--- src/design/lps_pkg.sv ---
// Shared types and constants for the LED pattern sequencer.
// No dependencies; compiled first.
`default_nettype none

package lps_pkg;

    localparam int OP_W      = 3;
    localparam int MODE_W    = 3;
    localparam int WORD_W    = 32;
    localparam int SLOT_W    = 16;
    localparam int TICK_W    = 16;
    localparam int CFG_W     = 16;
    localparam int CFG_IDX_W = 1;

    localparam logic [OP_W-1:0] OP_TICK    = 3'd0;
    localparam logic [OP_W-1:0] OP_MODE    = 3'd1;
    localparam logic [OP_W-1:0] OP_PATTERN = 3'd2;
    localparam logic [OP_W-1:0] OP_COUNT   = 3'd3;
    localparam logic [OP_W-1:0] OP_BLINK   = 3'd4;
    localparam logic [OP_W-1:0] OP_PULSE   = 3'd5;

    localparam logic [MODE_W-1:0] MODE_TOGGLE = 3'd0;
    localparam logic [MODE_W-1:0] MODE_OFF    = 3'd1;
    localparam logic [MODE_W-1:0] MODE_ON     = 3'd2;
    localparam logic [MODE_W-1:0] MODE_BLINK  = 3'd3;
    localparam logic [MODE_W-1:0] MODE_SLOW   = 3'd4;
    localparam logic [MODE_W-1:0] MODE_FAST   = 3'd5;
    localparam logic [MODE_W-1:0] MODE_FLASH  = 3'd6;
    localparam logic [MODE_W-1:0] MODE_KEEP   = 3'd7;

    localparam logic [CFG_IDX_W-1:0] REG_SLOT_TICKS = 1'b0;
    localparam logic [CFG_IDX_W-1:0] REG_IDLE_LEVEL = 1'b1;

    localparam logic [TICK_W-1:0] SLOT_TICKS_RESET = 16'd100;

    // eight slots per blink: count is shifted left by three, saturating
    localparam int BLINK_SHIFT = 3;

    typedef struct packed {
        logic [OP_W-1:0]   op;
        logic [MODE_W-1:0] mode;
        logic [WORD_W-1:0] pattern_word;
        logic [SLOT_W-1:0] slot_count;
        logic [TICK_W-1:0] pulse_ticks;
    } lps_cmd_t;

    typedef struct packed {
        logic led_lit;
        logic pulse_on;
    } lps_status_t;

endpackage

`default_nettype wire

--- src/design/lps_if.sv ---
// Request and result channel interfaces for the LED pattern sequencer.
// Depends on lps_pkg.
`default_nettype none

interface lps_cmd_if
    import lps_pkg::*;
();
    logic              valid;
    logic              ready;
    logic [OP_W-1:0]   op;
    logic [MODE_W-1:0] mode;
    logic [WORD_W-1:0] pattern_word;
    logic [SLOT_W-1:0] slot_count;
    logic [TICK_W-1:0] pulse_ticks;

    modport source (output valid, op, mode, pattern_word, slot_count, pulse_ticks,
                    input ready);
    modport sink (input valid, op, mode, pattern_word, slot_count, pulse_ticks,
                  output ready);
endinterface

interface lps_res_if;
    logic valid;
    logic ready;
    logic pin_level;
    logic pulse_busy;

    modport source (output valid, pin_level, pulse_busy, input ready);
    modport sink (input valid, pin_level, pulse_busy, output ready);
endinterface

`default_nettype wire

--- src/design/lps_engine.sv ---
// Sequencer state and its next-state logic: slot timer, pattern walker, pulse.
// Depends on lps_pkg.
`default_nettype none

module lps_engine
    import lps_pkg::*;
#(
    parameter int PATTERN_BITS = 32,
    parameter int TIMER_BITS   = 16
) (
    input  wire logic              clk,
    input  wire logic              rst_n,
    input  wire logic              en,
    input  wire lps_cmd_t          cmd,
    input  wire logic [TICK_W-1:0] slot_ticks,
    output lps_status_t            status_next
);

    localparam logic [PATTERN_BITS-1:0] PAT_ONES = '1;
    localparam logic [PATTERN_BITS-1:0] PAT_MSB  = {1'b1, {(PATTERN_BITS-1){1'b0}}};

    logic [PATTERN_BITS-1:0] pattern_reg, pattern_next;
    logic [PATTERN_BITS-1:0] sel_reg, sel_next;
    logic [SLOT_W-1:0]       slots_reg, slots_next;
    logic                    pulse_reg, pulse_next;
    logic                    led_reg, led_next;
    logic                    armed_reg, armed_next;
    logic [TIMER_BITS-1:0]   ticks_reg, ticks_next;

    logic [PATTERN_BITS-1:0] pat_blink, pat_slow, pat_fast;
    logic [PATTERN_BITS-1:0] pat_load, pat_mode, sel_eff;
    logic [TIMER_BITS-1:0]   slot_t, pulse_t, ticks_dec;
    logic [SLOT_W-1:0]       blink_slots;
    logic                    pat_still;

    genvar g;
    generate
        for (g = 0; g < PATTERN_BITS; g++) begin : g_pat
            assign pat_blink[g] = ((g % 8) >= 4);
            assign pat_fast[g]  = ((g % 2) == 1);
            assign pat_slow[g]  = (g >= PATTERN_BITS - PATTERN_BITS / 2);
        end
        if (PATTERN_BITS > WORD_W) begin : g_pw
            assign pat_load = {{(PATTERN_BITS-WORD_W){1'b0}}, cmd.pattern_word};
        end
        else begin : g_pn
            assign pat_load = cmd.pattern_word[PATTERN_BITS-1:0];
        end
        if (TIMER_BITS > TICK_W) begin : g_tw
            assign slot_t  = {{(TIMER_BITS-TICK_W){1'b0}}, slot_ticks};
            assign pulse_t = {{(TIMER_BITS-TICK_W){1'b0}}, cmd.pulse_ticks};
        end
        else begin : g_tn
            assign slot_t  = slot_ticks[TIMER_BITS-1:0];
            assign pulse_t = cmd.pulse_ticks[TIMER_BITS-1:0];
        end
    endgenerate

    assign sel_eff   = (sel_reg == '0) ? PAT_MSB : sel_reg;
    assign ticks_dec = (ticks_reg == '0) ? '0 : ticks_reg - 1'b1;
    assign pat_still = (pattern_reg == '0) || (pattern_reg == PAT_ONES);

    assign blink_slots = (cmd.slot_count[SLOT_W-1 -: BLINK_SHIFT] != '0) ? '1
                       : {cmd.slot_count[SLOT_W-BLINK_SHIFT-1:0], {BLINK_SHIFT{1'b0}}};

    always_comb
    begin
        case (cmd.mode)
            MODE_BLINK: pat_mode = pat_blink;
            MODE_SLOW:  pat_mode = pat_slow;
            MODE_FAST:  pat_mode = pat_fast;
            MODE_FLASH: pat_mode = PAT_MSB;
            default:    pat_mode = pattern_reg;
        endcase
    end

    always_comb
    begin
        pattern_next = pattern_reg;
        sel_next     = sel_reg;
        slots_next   = slots_reg;
        pulse_next   = pulse_reg;
        led_next     = led_reg;
        armed_next   = armed_reg;
        ticks_next   = ticks_reg;
        unique case (cmd.op)
            OP_TICK:
            begin
                if (armed_reg)
                begin
                    ticks_next = ticks_dec;
                    if (ticks_dec == '0)
                    begin
                        armed_next = 1'b0;
                        if (pulse_reg)
                        begin
                            led_next   = 1'b0;
                            pulse_next = 1'b0;
                            sel_next   = '0;
                            armed_next = 1'b1;
                            ticks_next = slot_t;
                        end
                        else if (!pat_still)
                        begin
                            led_next = |(pattern_reg & sel_eff);
                            sel_next = sel_eff >> 1;
                            if (slots_reg != '0)
                            begin
                                slots_next = slots_reg - 1'b1;
                                if (slots_reg == SLOT_W'(1))
                                    pattern_next = '0;
                            end
                            armed_next = 1'b1;
                            ticks_next = slot_t;
                        end
                    end
                end
            end
            OP_MODE:
            begin
                case (cmd.mode)
                    MODE_TOGGLE:
                    begin
                        if (pattern_reg == '0)
                        begin
                            pattern_next = PAT_ONES;
                            slots_next   = '0;
                            led_next     = 1'b1;
                        end
                        else if (pattern_reg == PAT_ONES)
                        begin
                            pattern_next = '0;
                            slots_next   = '0;
                            if (!pulse_reg)
                                led_next = 1'b0;
                        end
                    end
                    MODE_OFF:
                    begin
                        pattern_next = '0;
                        slots_next   = '0;
                        if (!pulse_reg)
                            led_next = 1'b0;
                    end
                    MODE_ON:
                    begin
                        pattern_next = PAT_ONES;
                        slots_next   = '0;
                        if (!pulse_reg)
                            led_next = 1'b1;
                    end
                    default:
                    begin
                        if (pat_mode != pattern_reg)
                        begin
                            pattern_next = pat_mode;
                            sel_next     = '0;
                            slots_next   = '0;
                        end
                        armed_next = 1'b1;
                        ticks_next = '0;
                    end
                endcase
            end
            OP_PATTERN:
            begin
                pattern_next = pat_load;
                sel_next     = '0;
                armed_next   = 1'b1;
                ticks_next   = '0;
            end
            OP_COUNT:
                slots_next = cmd.slot_count;
            OP_BLINK:
            begin
                pattern_next = pat_blink;
                sel_next     = '0;
                slots_next   = blink_slots;
                armed_next   = 1'b1;
                ticks_next   = '0;
            end
            OP_PULSE:
            begin
                pulse_next = 1'b1;
                led_next   = pulse_reg ? led_reg : 1'b1;
                armed_next = 1'b1;
                ticks_next = pulse_t;
            end
            default:
            begin
            end
        endcase
    end

    assign status_next.led_lit  = led_next;
    assign status_next.pulse_on = pulse_next;

    always_ff @(posedge clk or negedge rst_n)
    begin
        if (!rst_n)
        begin
            pattern_reg <= '0;
            sel_reg     <= '0;
            slots_reg   <= '0;
            pulse_reg   <= 1'b0;
            led_reg     <= 1'b0;
            armed_reg   <= 1'b0;
            ticks_reg   <= '0;
        end
        else if (en)
        begin
            pattern_reg <= pattern_next;
            sel_reg     <= sel_next;
            slots_reg   <= slots_next;
            pulse_reg   <= pulse_next;
            led_reg     <= led_next;
            armed_reg   <= armed_next;
            ticks_reg   <= ticks_next;
        end
    end

    // a pulse always holds the LED lit
    a_pulse_lit: assert property (@(posedge clk) disable iff (!rst_n)
        pulse_reg |-> led_reg)
        else $error("pulse running with LED dark");

    a_sel_onehot: assert property (@(posedge clk) disable iff (!rst_n)
        $onehot0(sel_reg))
        else $error("slot selector not one-hot");

    a_idle_timer: assert property (@(posedge clk) disable iff (!rst_n)
        !armed_reg |-> (ticks_reg == '0))
        else $error("disarmed timer holds a count");

endmodule

`default_nettype wire

--- src/design/led_pattern_sequencer_core.sv ---
// LED pin sequencer: one result per request, with a request register ahead of
// the sequencer state and a result register behind it, so one request a clock
// cycle is taken while the sink is ready; a request waits in the request
// register, then its result is registered. The rate is set by the next-state
// update of the sequencer state. A result waiting on a stalled sink holds one
// further request in the request register. Configuration (slot ticks at index
// 0, idle level at index 1) should be written while no request is in flight.
// Depends on lps_pkg, lps_cmd_if, lps_res_if and lps_engine.
`default_nettype none

module led_pattern_sequencer_core
    import lps_pkg::*;
#(
    parameter int PATTERN_BITS = 32,
    parameter int TIMER_BITS   = 16
) (
    input  wire logic                 clk,
    input  wire logic                 rst_n,
    input  wire logic                 cfg_we,
    input  wire logic [CFG_IDX_W-1:0] cfg_index,
    input  wire logic [CFG_W-1:0]     cfg_data,
    lps_cmd_if.sink                   cmd,
    lps_res_if.source                 res
);

    logic              slot_ticks_reg;
    logic [TICK_W-1:0] slot_ticks_q_reg;
    logic              idle_level_reg;

    logic     stage_valid_reg, stage_valid_next;
    lps_cmd_t stage_cmd_reg;
    logic     res_valid_reg, res_valid_next;
    logic     res_pin_reg, res_busy_reg;

    lps_cmd_t    cmd_in;
    lps_status_t status_next;
    logic        accept, advance;

    assign cmd_in.op           = cmd.op;
    assign cmd_in.mode         = cmd.mode;
    assign cmd_in.pattern_word = cmd.pattern_word;
    assign cmd_in.slot_count   = cmd.slot_count;
    assign cmd_in.pulse_ticks  = cmd.pulse_ticks;

    assign advance   = stage_valid_reg && (!res_valid_reg || res.ready);
    assign cmd.ready = !stage_valid_reg || advance;
    assign accept    = cmd.valid && cmd.ready;

    assign stage_valid_next = accept ? 1'b1 : (advance ? 1'b0 : stage_valid_reg);
    assign res_valid_next   = advance ? 1'b1 : (res.ready ? 1'b0 : res_valid_reg);

    always_ff @(posedge clk or negedge rst_n)
    begin
        if (!rst_n)
        begin
            slot_ticks_reg   <= 1'b0;
            slot_ticks_q_reg <= SLOT_TICKS_RESET;
            idle_level_reg   <= 1'b0;
        end
        else if (cfg_we)
        begin
            unique case (cfg_index)
                REG_SLOT_TICKS:
                begin
                    slot_ticks_reg   <= 1'b1;
                    slot_ticks_q_reg <= cfg_data;
                end
                REG_IDLE_LEVEL: idle_level_reg <= cfg_data[0];
                default:
                begin
                end
            endcase
        end
    end

    always_ff @(posedge clk or negedge rst_n)
    begin
        if (!rst_n)
        begin
            stage_valid_reg <= 1'b0;
            res_valid_reg   <= 1'b0;
        end
        else
        begin
            stage_valid_reg <= stage_valid_next;
            res_valid_reg   <= res_valid_next;
        end
    end

    always_ff @(posedge clk)
    begin
        if (accept)
            stage_cmd_reg <= cmd_in;
        if (advance)
        begin
            res_pin_reg  <= status_next.led_lit ^ idle_level_reg;
            res_busy_reg <= status_next.pulse_on;
        end
    end

    lps_engine #(
        .PATTERN_BITS (PATTERN_BITS),
        .TIMER_BITS   (TIMER_BITS)
    ) u_engine (
        .clk         (clk),
        .rst_n       (rst_n),
        .en          (advance),
        .cmd         (stage_cmd_reg),
        .slot_ticks  (slot_ticks_q_reg),
        .status_next (status_next)
    );

    assign res.valid      = res_valid_reg;
    assign res.pin_level  = res_pin_reg;
    assign res.pulse_busy = res_busy_reg;

    a_stage_fill: assert property (@(posedge clk) disable iff (!rst_n)
        accept |=> stage_valid_reg)
        else $error("accepted request lost from request register");

    a_result_fill: assert property (@(posedge clk) disable iff (!rst_n)
        advance |=> res_valid_reg)
        else $error("processed request produced no result");

    // a stalled result keeps the request register from moving on
    a_stall_hold: assert property (@(posedge clk) disable iff (!rst_n)
        (res_valid_reg && !res.ready && stage_valid_reg) |=>
            (stage_valid_reg && $stable(stage_cmd_reg)))
        else $error("request register overwritten during stall");

    a_cfg_written: assert property (@(posedge clk) disable iff (!rst_n)
        (cfg_we && cfg_index == REG_SLOT_TICKS) |=> slot_ticks_reg)
        else $error("slot tick write not recorded");

endmodule

`default_nettype wire

--- src/flat_wrapper.sv ---
// flat-port wrapper written by rule: the top's interface ports become plain ports
module led_pattern_sequencer_core_flat import lps_pkg::*;
#(
    parameter int PATTERN_BITS = 32,
    parameter int TIMER_BITS   = 16
)
  (clk, rst_n, cfg_we, cfg_index, cfg_data, cmd_valid, cmd_op, cmd_mode, cmd_pattern_word, cmd_slot_count, cmd_pulse_ticks, cmd_ready, res_valid, res_pin_level, res_pulse_busy, res_ready);
  lps_cmd_if cmd_i ();
  lps_res_if res_i ();
  input  wire logic clk;
  input  wire logic rst_n;
  input  wire logic cfg_we;
  input  wire logic [CFG_IDX_W-1:0] cfg_index;
  input  wire logic [CFG_W-1:0] cfg_data;
  input wire logic [$bits(cmd_i.valid)-1:0] cmd_valid;
  input wire logic [$bits(cmd_i.op)-1:0] cmd_op;
  input wire logic [$bits(cmd_i.mode)-1:0] cmd_mode;
  input wire logic [$bits(cmd_i.pattern_word)-1:0] cmd_pattern_word;
  input wire logic [$bits(cmd_i.slot_count)-1:0] cmd_slot_count;
  input wire logic [$bits(cmd_i.pulse_ticks)-1:0] cmd_pulse_ticks;
  output wire logic [$bits(cmd_i.ready)-1:0] cmd_ready;
  output wire logic [$bits(res_i.valid)-1:0] res_valid;
  output wire logic [$bits(res_i.pin_level)-1:0] res_pin_level;
  output wire logic [$bits(res_i.pulse_busy)-1:0] res_pulse_busy;
  input wire logic [$bits(res_i.ready)-1:0] res_ready;
  assign cmd_i.valid = cmd_valid;
  assign cmd_i.op = cmd_op;
  assign cmd_i.mode = cmd_mode;
  assign cmd_i.pattern_word = cmd_pattern_word;
  assign cmd_i.slot_count = cmd_slot_count;
  assign cmd_i.pulse_ticks = cmd_pulse_ticks;
  assign cmd_ready = cmd_i.ready;
  assign res_valid = res_i.valid;
  assign res_pin_level = res_i.pin_level;
  assign res_pulse_busy = res_i.pulse_busy;
  assign res_i.ready = res_ready;
  led_pattern_sequencer_core #(.PATTERN_BITS(PATTERN_BITS), .TIMER_BITS(TIMER_BITS)) u_core (.clk(clk), .rst_n(rst_n), .cfg_we(cfg_we), .cfg_index(cfg_index), .cfg_data(cfg_data), .cmd(cmd_i), .res(res_i));
endmodule
--- config.mk ---
export PLATFORM = sky130hd
export DESIGN_NAME = led_pattern_sequencer_core_flat
export DESIGN_NICKNAME = d
export VERILOG_FILES = /design/src/design/lps_pkg.sv /design/src/design/lps_if.sv /design/src/design/lps_engine.sv /design/src/design/led_pattern_sequencer_core.sv /design/src/flat_wrapper.sv
export SDC_FILE = /design/constraint.sdc
export NUM_CORES = 1
export LEC_CHECK = 0
export ABC_AREA = 1
export BUFFER_PORTS_ARGS = -buffer_cell sky130_fd_sc_hd__buf_4
export CORE_UTILIZATION = 45
export CTS_CLUSTER_SIZE = 14
export DETAILED_ROUTE_END_ITERATION = 6
export GPL_TIMING_DRIVEN = 0
export PLACE_DENSITY = 0.74
export SLEW_MARGIN = 0
export SYNTH_ARGS = -nofsm -noshare
export SYNTH_HDL_FRONTEND = slang
export SYNTH_SLANG_ARGS = --single-unit
--- constraint.sdc ---
create_clock -name clk -period 4.2 [get_ports clk]
set_input_delay 0 -clock clk [delete_from_list [all_inputs] [get_ports clk]]
set_output_delay 0 -clock clk [all_outputs]
set_load 0.03 [all_outputs]
==> results.sh <==
export IMPL_outcome="finished, final reports clean"
export IMPL_overflow=0
export IMPL_leakage_nw=5.62
export IMPL_multiInputGateArea_mm2=0.00436
export IMPL_dpl_cell_area_mm2=0.0112
export IMPL_track_usage=0.255
export IMPL_fin_crit_ns=2.99
export IMPL_die_area_mm2=0.0229
export IMPL_clock_root_buffer="clkbuf_16"
export IMPL_power_density_mw_per_mm2=472
export IMPL_cts_sinks=189
export IMPL_grt_pass1_vias=9076
export IMPL_tightest_slew_ns=0.942
export IMPL_nets=1569
export IMPL_slowest_stage="nor3_1"
export IMPL_gp_congestion=0.964
export IMPL_firstDrtPassIters=5
export IMPL_via_per_inst=5.38
export IMPL_ys_warn_count=0
export IMPL_hold_buffers=94
export IMPL_cp_end_kind="flop"
export IMPL_antenna_left=0
export IMPL_dieHeight_um=151
export IMPL_htreeDepth=4
export IMPL_hold_path_class="primary input to asynchronous set/reset pin"
export IMPL_seqCellArea_mm2=0.00509
export IMPL_required_ns=4.51
export IMPL_initial_core_util=0.459
export IMPL_final_cell_mix="nand2_1, nor2_1, dfrtp_1, buf_4, inv_1"
export IMPL_via_count=9498
export IMPL_path_class="flop to flop"
export IMPL_crit_fanout=10
export IMPL_postSynthCellCount=1263
export IMPL_relSlewSlack=0.367
export IMPL_ys_types=48
export IMPL_crit_path_start_kind="flop"
export IMPL_skew_ns=0.0178
export IMPL_fp_row_count=54
export IMPL_cts_tree="done"
export IMPL_fin_crit_sh=0.711
export IMPL_grt_max_degree=86
export IMPL_ctsLongestPathBuffers=2
export IMPL_synth_seq_cells=189
export IMPL_drive_above_1_share=0.127
export IMPL_area_growth_pct=26.0
export IMPL_grt_pass1_wl_um=45400
export IMPL_synth_area_mm2=0.0101
export IMPL_final_common_cell="nand2_1"
export IMPL_avgRoutedWirePerCell_um=15.8
export IMPL_synth_net_count=1359
export IMPL_largest_register_ffs=70
export IMPL_syn_area_per_cell_um2=7.96
export IMPL_postCtsSetupRepairBufs=0
export IMPL_grt_antenna_before_repair=0
export IMPL_critPathMaxStageDelay_ns=0.81
export IMPL_cts_resized=0
export IMPL_clk_insertion_delay_late_ns=0.45
export IMPL_dominantRegCellSynth="dfrtp_1"
export IMPL_antenna_cells=0
export IMPL_cp_arrival_ns=3.30
export IMPL_final_hold_viol_count=0
export IMPL_peakVddDrop_mv=0.235
export IMPL_yosysSeqAreaShare=0.507
export IMPL_report_final_slew_viol_count=0
export IMPL_drv_cap=0
export IMPL_fill_cells=1935
export IMPL_clock_fmax_mhz=335
export IMPL_fin_area_mm2=0.0127
export IMPL_setup_viol=0
export IMPL_ys_async_sr_fraction=0.619
export IMPL_rsz0062_at_grt="false"
export IMPL_drt_iter0_markers=803
export IMPL_reg2reg_setup_slack_ns=1.21
export IMPL_dp_hpwl_um=19200
export IMPL_totalWireLength_um=27800
export IMPL_worstPathCellList="nor3_1, nor3_1, inv_1, nor2_1, nand2_1, nand3_1, inv_1, nand2_1, buf_2, a21oi_1, a21boi_0"
export IMPL_fin_setup_tns_ns=0
export IMPL_die_x_um=151
export IMPL_clkTransAtPathRegs_ns=0.08
export IMPL_coreArea_mm2=0.0219
export IMPL_ioPinCount=96
export IMPL_synth_edff_count=72
export IMPL_drc=0
export IMPL_portBuffers=95
export IMPL_cts_made_buffers=17
-- layer usage --
layer	part of all wire	GRT usage	wire length (um)
met1	0.44	0.345	12200
met2	0.48	0.419	13500
met4	0.024	0.0990	678
met3	0.054	0.0290	1510
met5	0	0	0
-- metrics by stage --
| step | total power, mW | setup slack, ns | cells | hold WS, ns | util |
|---|---|---|---|---|---|
| 2_1_floorplan | 3.80 | 1.44 | 1263 | -0.296 | - |
| 3_3_place_gp | 4.28 | 1.27 | 1638 | 0.178 | 0.508 |
| 3_5_place_dp | 4.33 | 1.29 | 1640 | -0.0841 | 0.510 |
| 4_1_cts | 5.96 | 1.24 | 1766 | 0.0237 | 0.579 |
| 5_1_grt | 6.35 | 1.02 | 1766 | 0.0588 | 0.579 |
| 6_report | 5.98 | 1.21 | 1766 | 0.0131 | 0.579 |
-- where the power goes --
group          leakage, nW  internal [mW]  switching [mW]
sequential            2.18           2.27           0.414
combinational         3.18          0.696            1.03
clock                0.265          0.782           0.788
-- cell families after synthesis --
group / after synthesis / synth area share
XOR/XNOR: 7 / 0.00610
multiplexers: 1 / 0.00112
flip-flops: 189 / 0.507
AND/OR/NAND/NOR: 657 / 0.269
buffers and inverters: 145 / 0.0601
AO/OA/AOI/OAI: 260 / 0.152
adder cells (fa/ha/maj): 4 / 0.00498
-- worst max-delay path, delay by kind of cell, from the launching register on --
| kind | cells | cell delay [ns] |
|---|---|---|
| DFF | 1 | 0.48 |
| and+or+nand+nor | 6 | 1.56 |
| buffers and inverters | 3 | 0.51 |
| AOI/OAI and AO/OA | 2 | 0.31 |
-- worst paths after layout --
kind / to / start / cells past startpoint
min reg2reg: u_core.slot_ticks_q_reg[6] / u_core.slot_ticks_q_reg[6] / 2
max in group asynchronous: u_core.slot_ticks_q_reg[2] / rst_n / 3
min: u_core.u_engine.pattern_reg[28] / rst_n / 2
max reg2reg: u_core.u_engine.ticks_reg[12] / u_core.stage_cmd_reg[69] / 11
max: u_core.u_engine.ticks_reg[12] / u_core.stage_cmd_reg[69] / 11
min in group clk: u_core.slot_ticks_q_reg[6] / cfg_we / 5
-- synthesized netlist by cell type, types with 5 or more instances --
| cell type | count | share of area |
|---|---|---|
| nor2_1 | 132 | 0.049 |
| dfrtp_1 | 114 | 0.28 |
| clkbuf_1 | 21 | 0.0078 |
| nand2_1 | 388 | 0.14 |
| nor3_1 | 16 | 0.0080 |
| o211ai_1 | 12 | 0.0090 |
| o21ai_0 | 69 | 0.034 |
| a221oi_1 | 5 | 0.0044 |
| buf_2 | 13 | 0.0065 |
| edfxtp_1 | 72 | 0.22 |
| nand3_1 | 88 | 0.044 |
| nand4_1 | 12 | 0.0075 |
| buf_4 | 7 | 0.0052 |
| o21ai_1 | 32 | 0.016 |
| inv_1 | 96 | 0.036 |
| xor2_1 | 6 | 0.0052 |
| a21oi_1 | 87 | 0.043 |
| o21ai_2 | 14 | 0.012 |
| a21boi_0 | 17 | 0.013 |
-- area by class of cell --
| class | instances | share of cell area |
|---|---|---|
| sequential | 189 | 0.402 |
| multi-input combinational | 929 | 0.344 |
| timing repair buffer | 191 | 0.135 |
| clock buffer | 18 | 0.0339 |
| inverter | 100 | 0.0296 |
| tap | 280 | 0.0277 |
| buffer | 45 | 0.0181 |
| clock inverter | 14 | 0.00988 |
(Power assumes the default switching activity.)
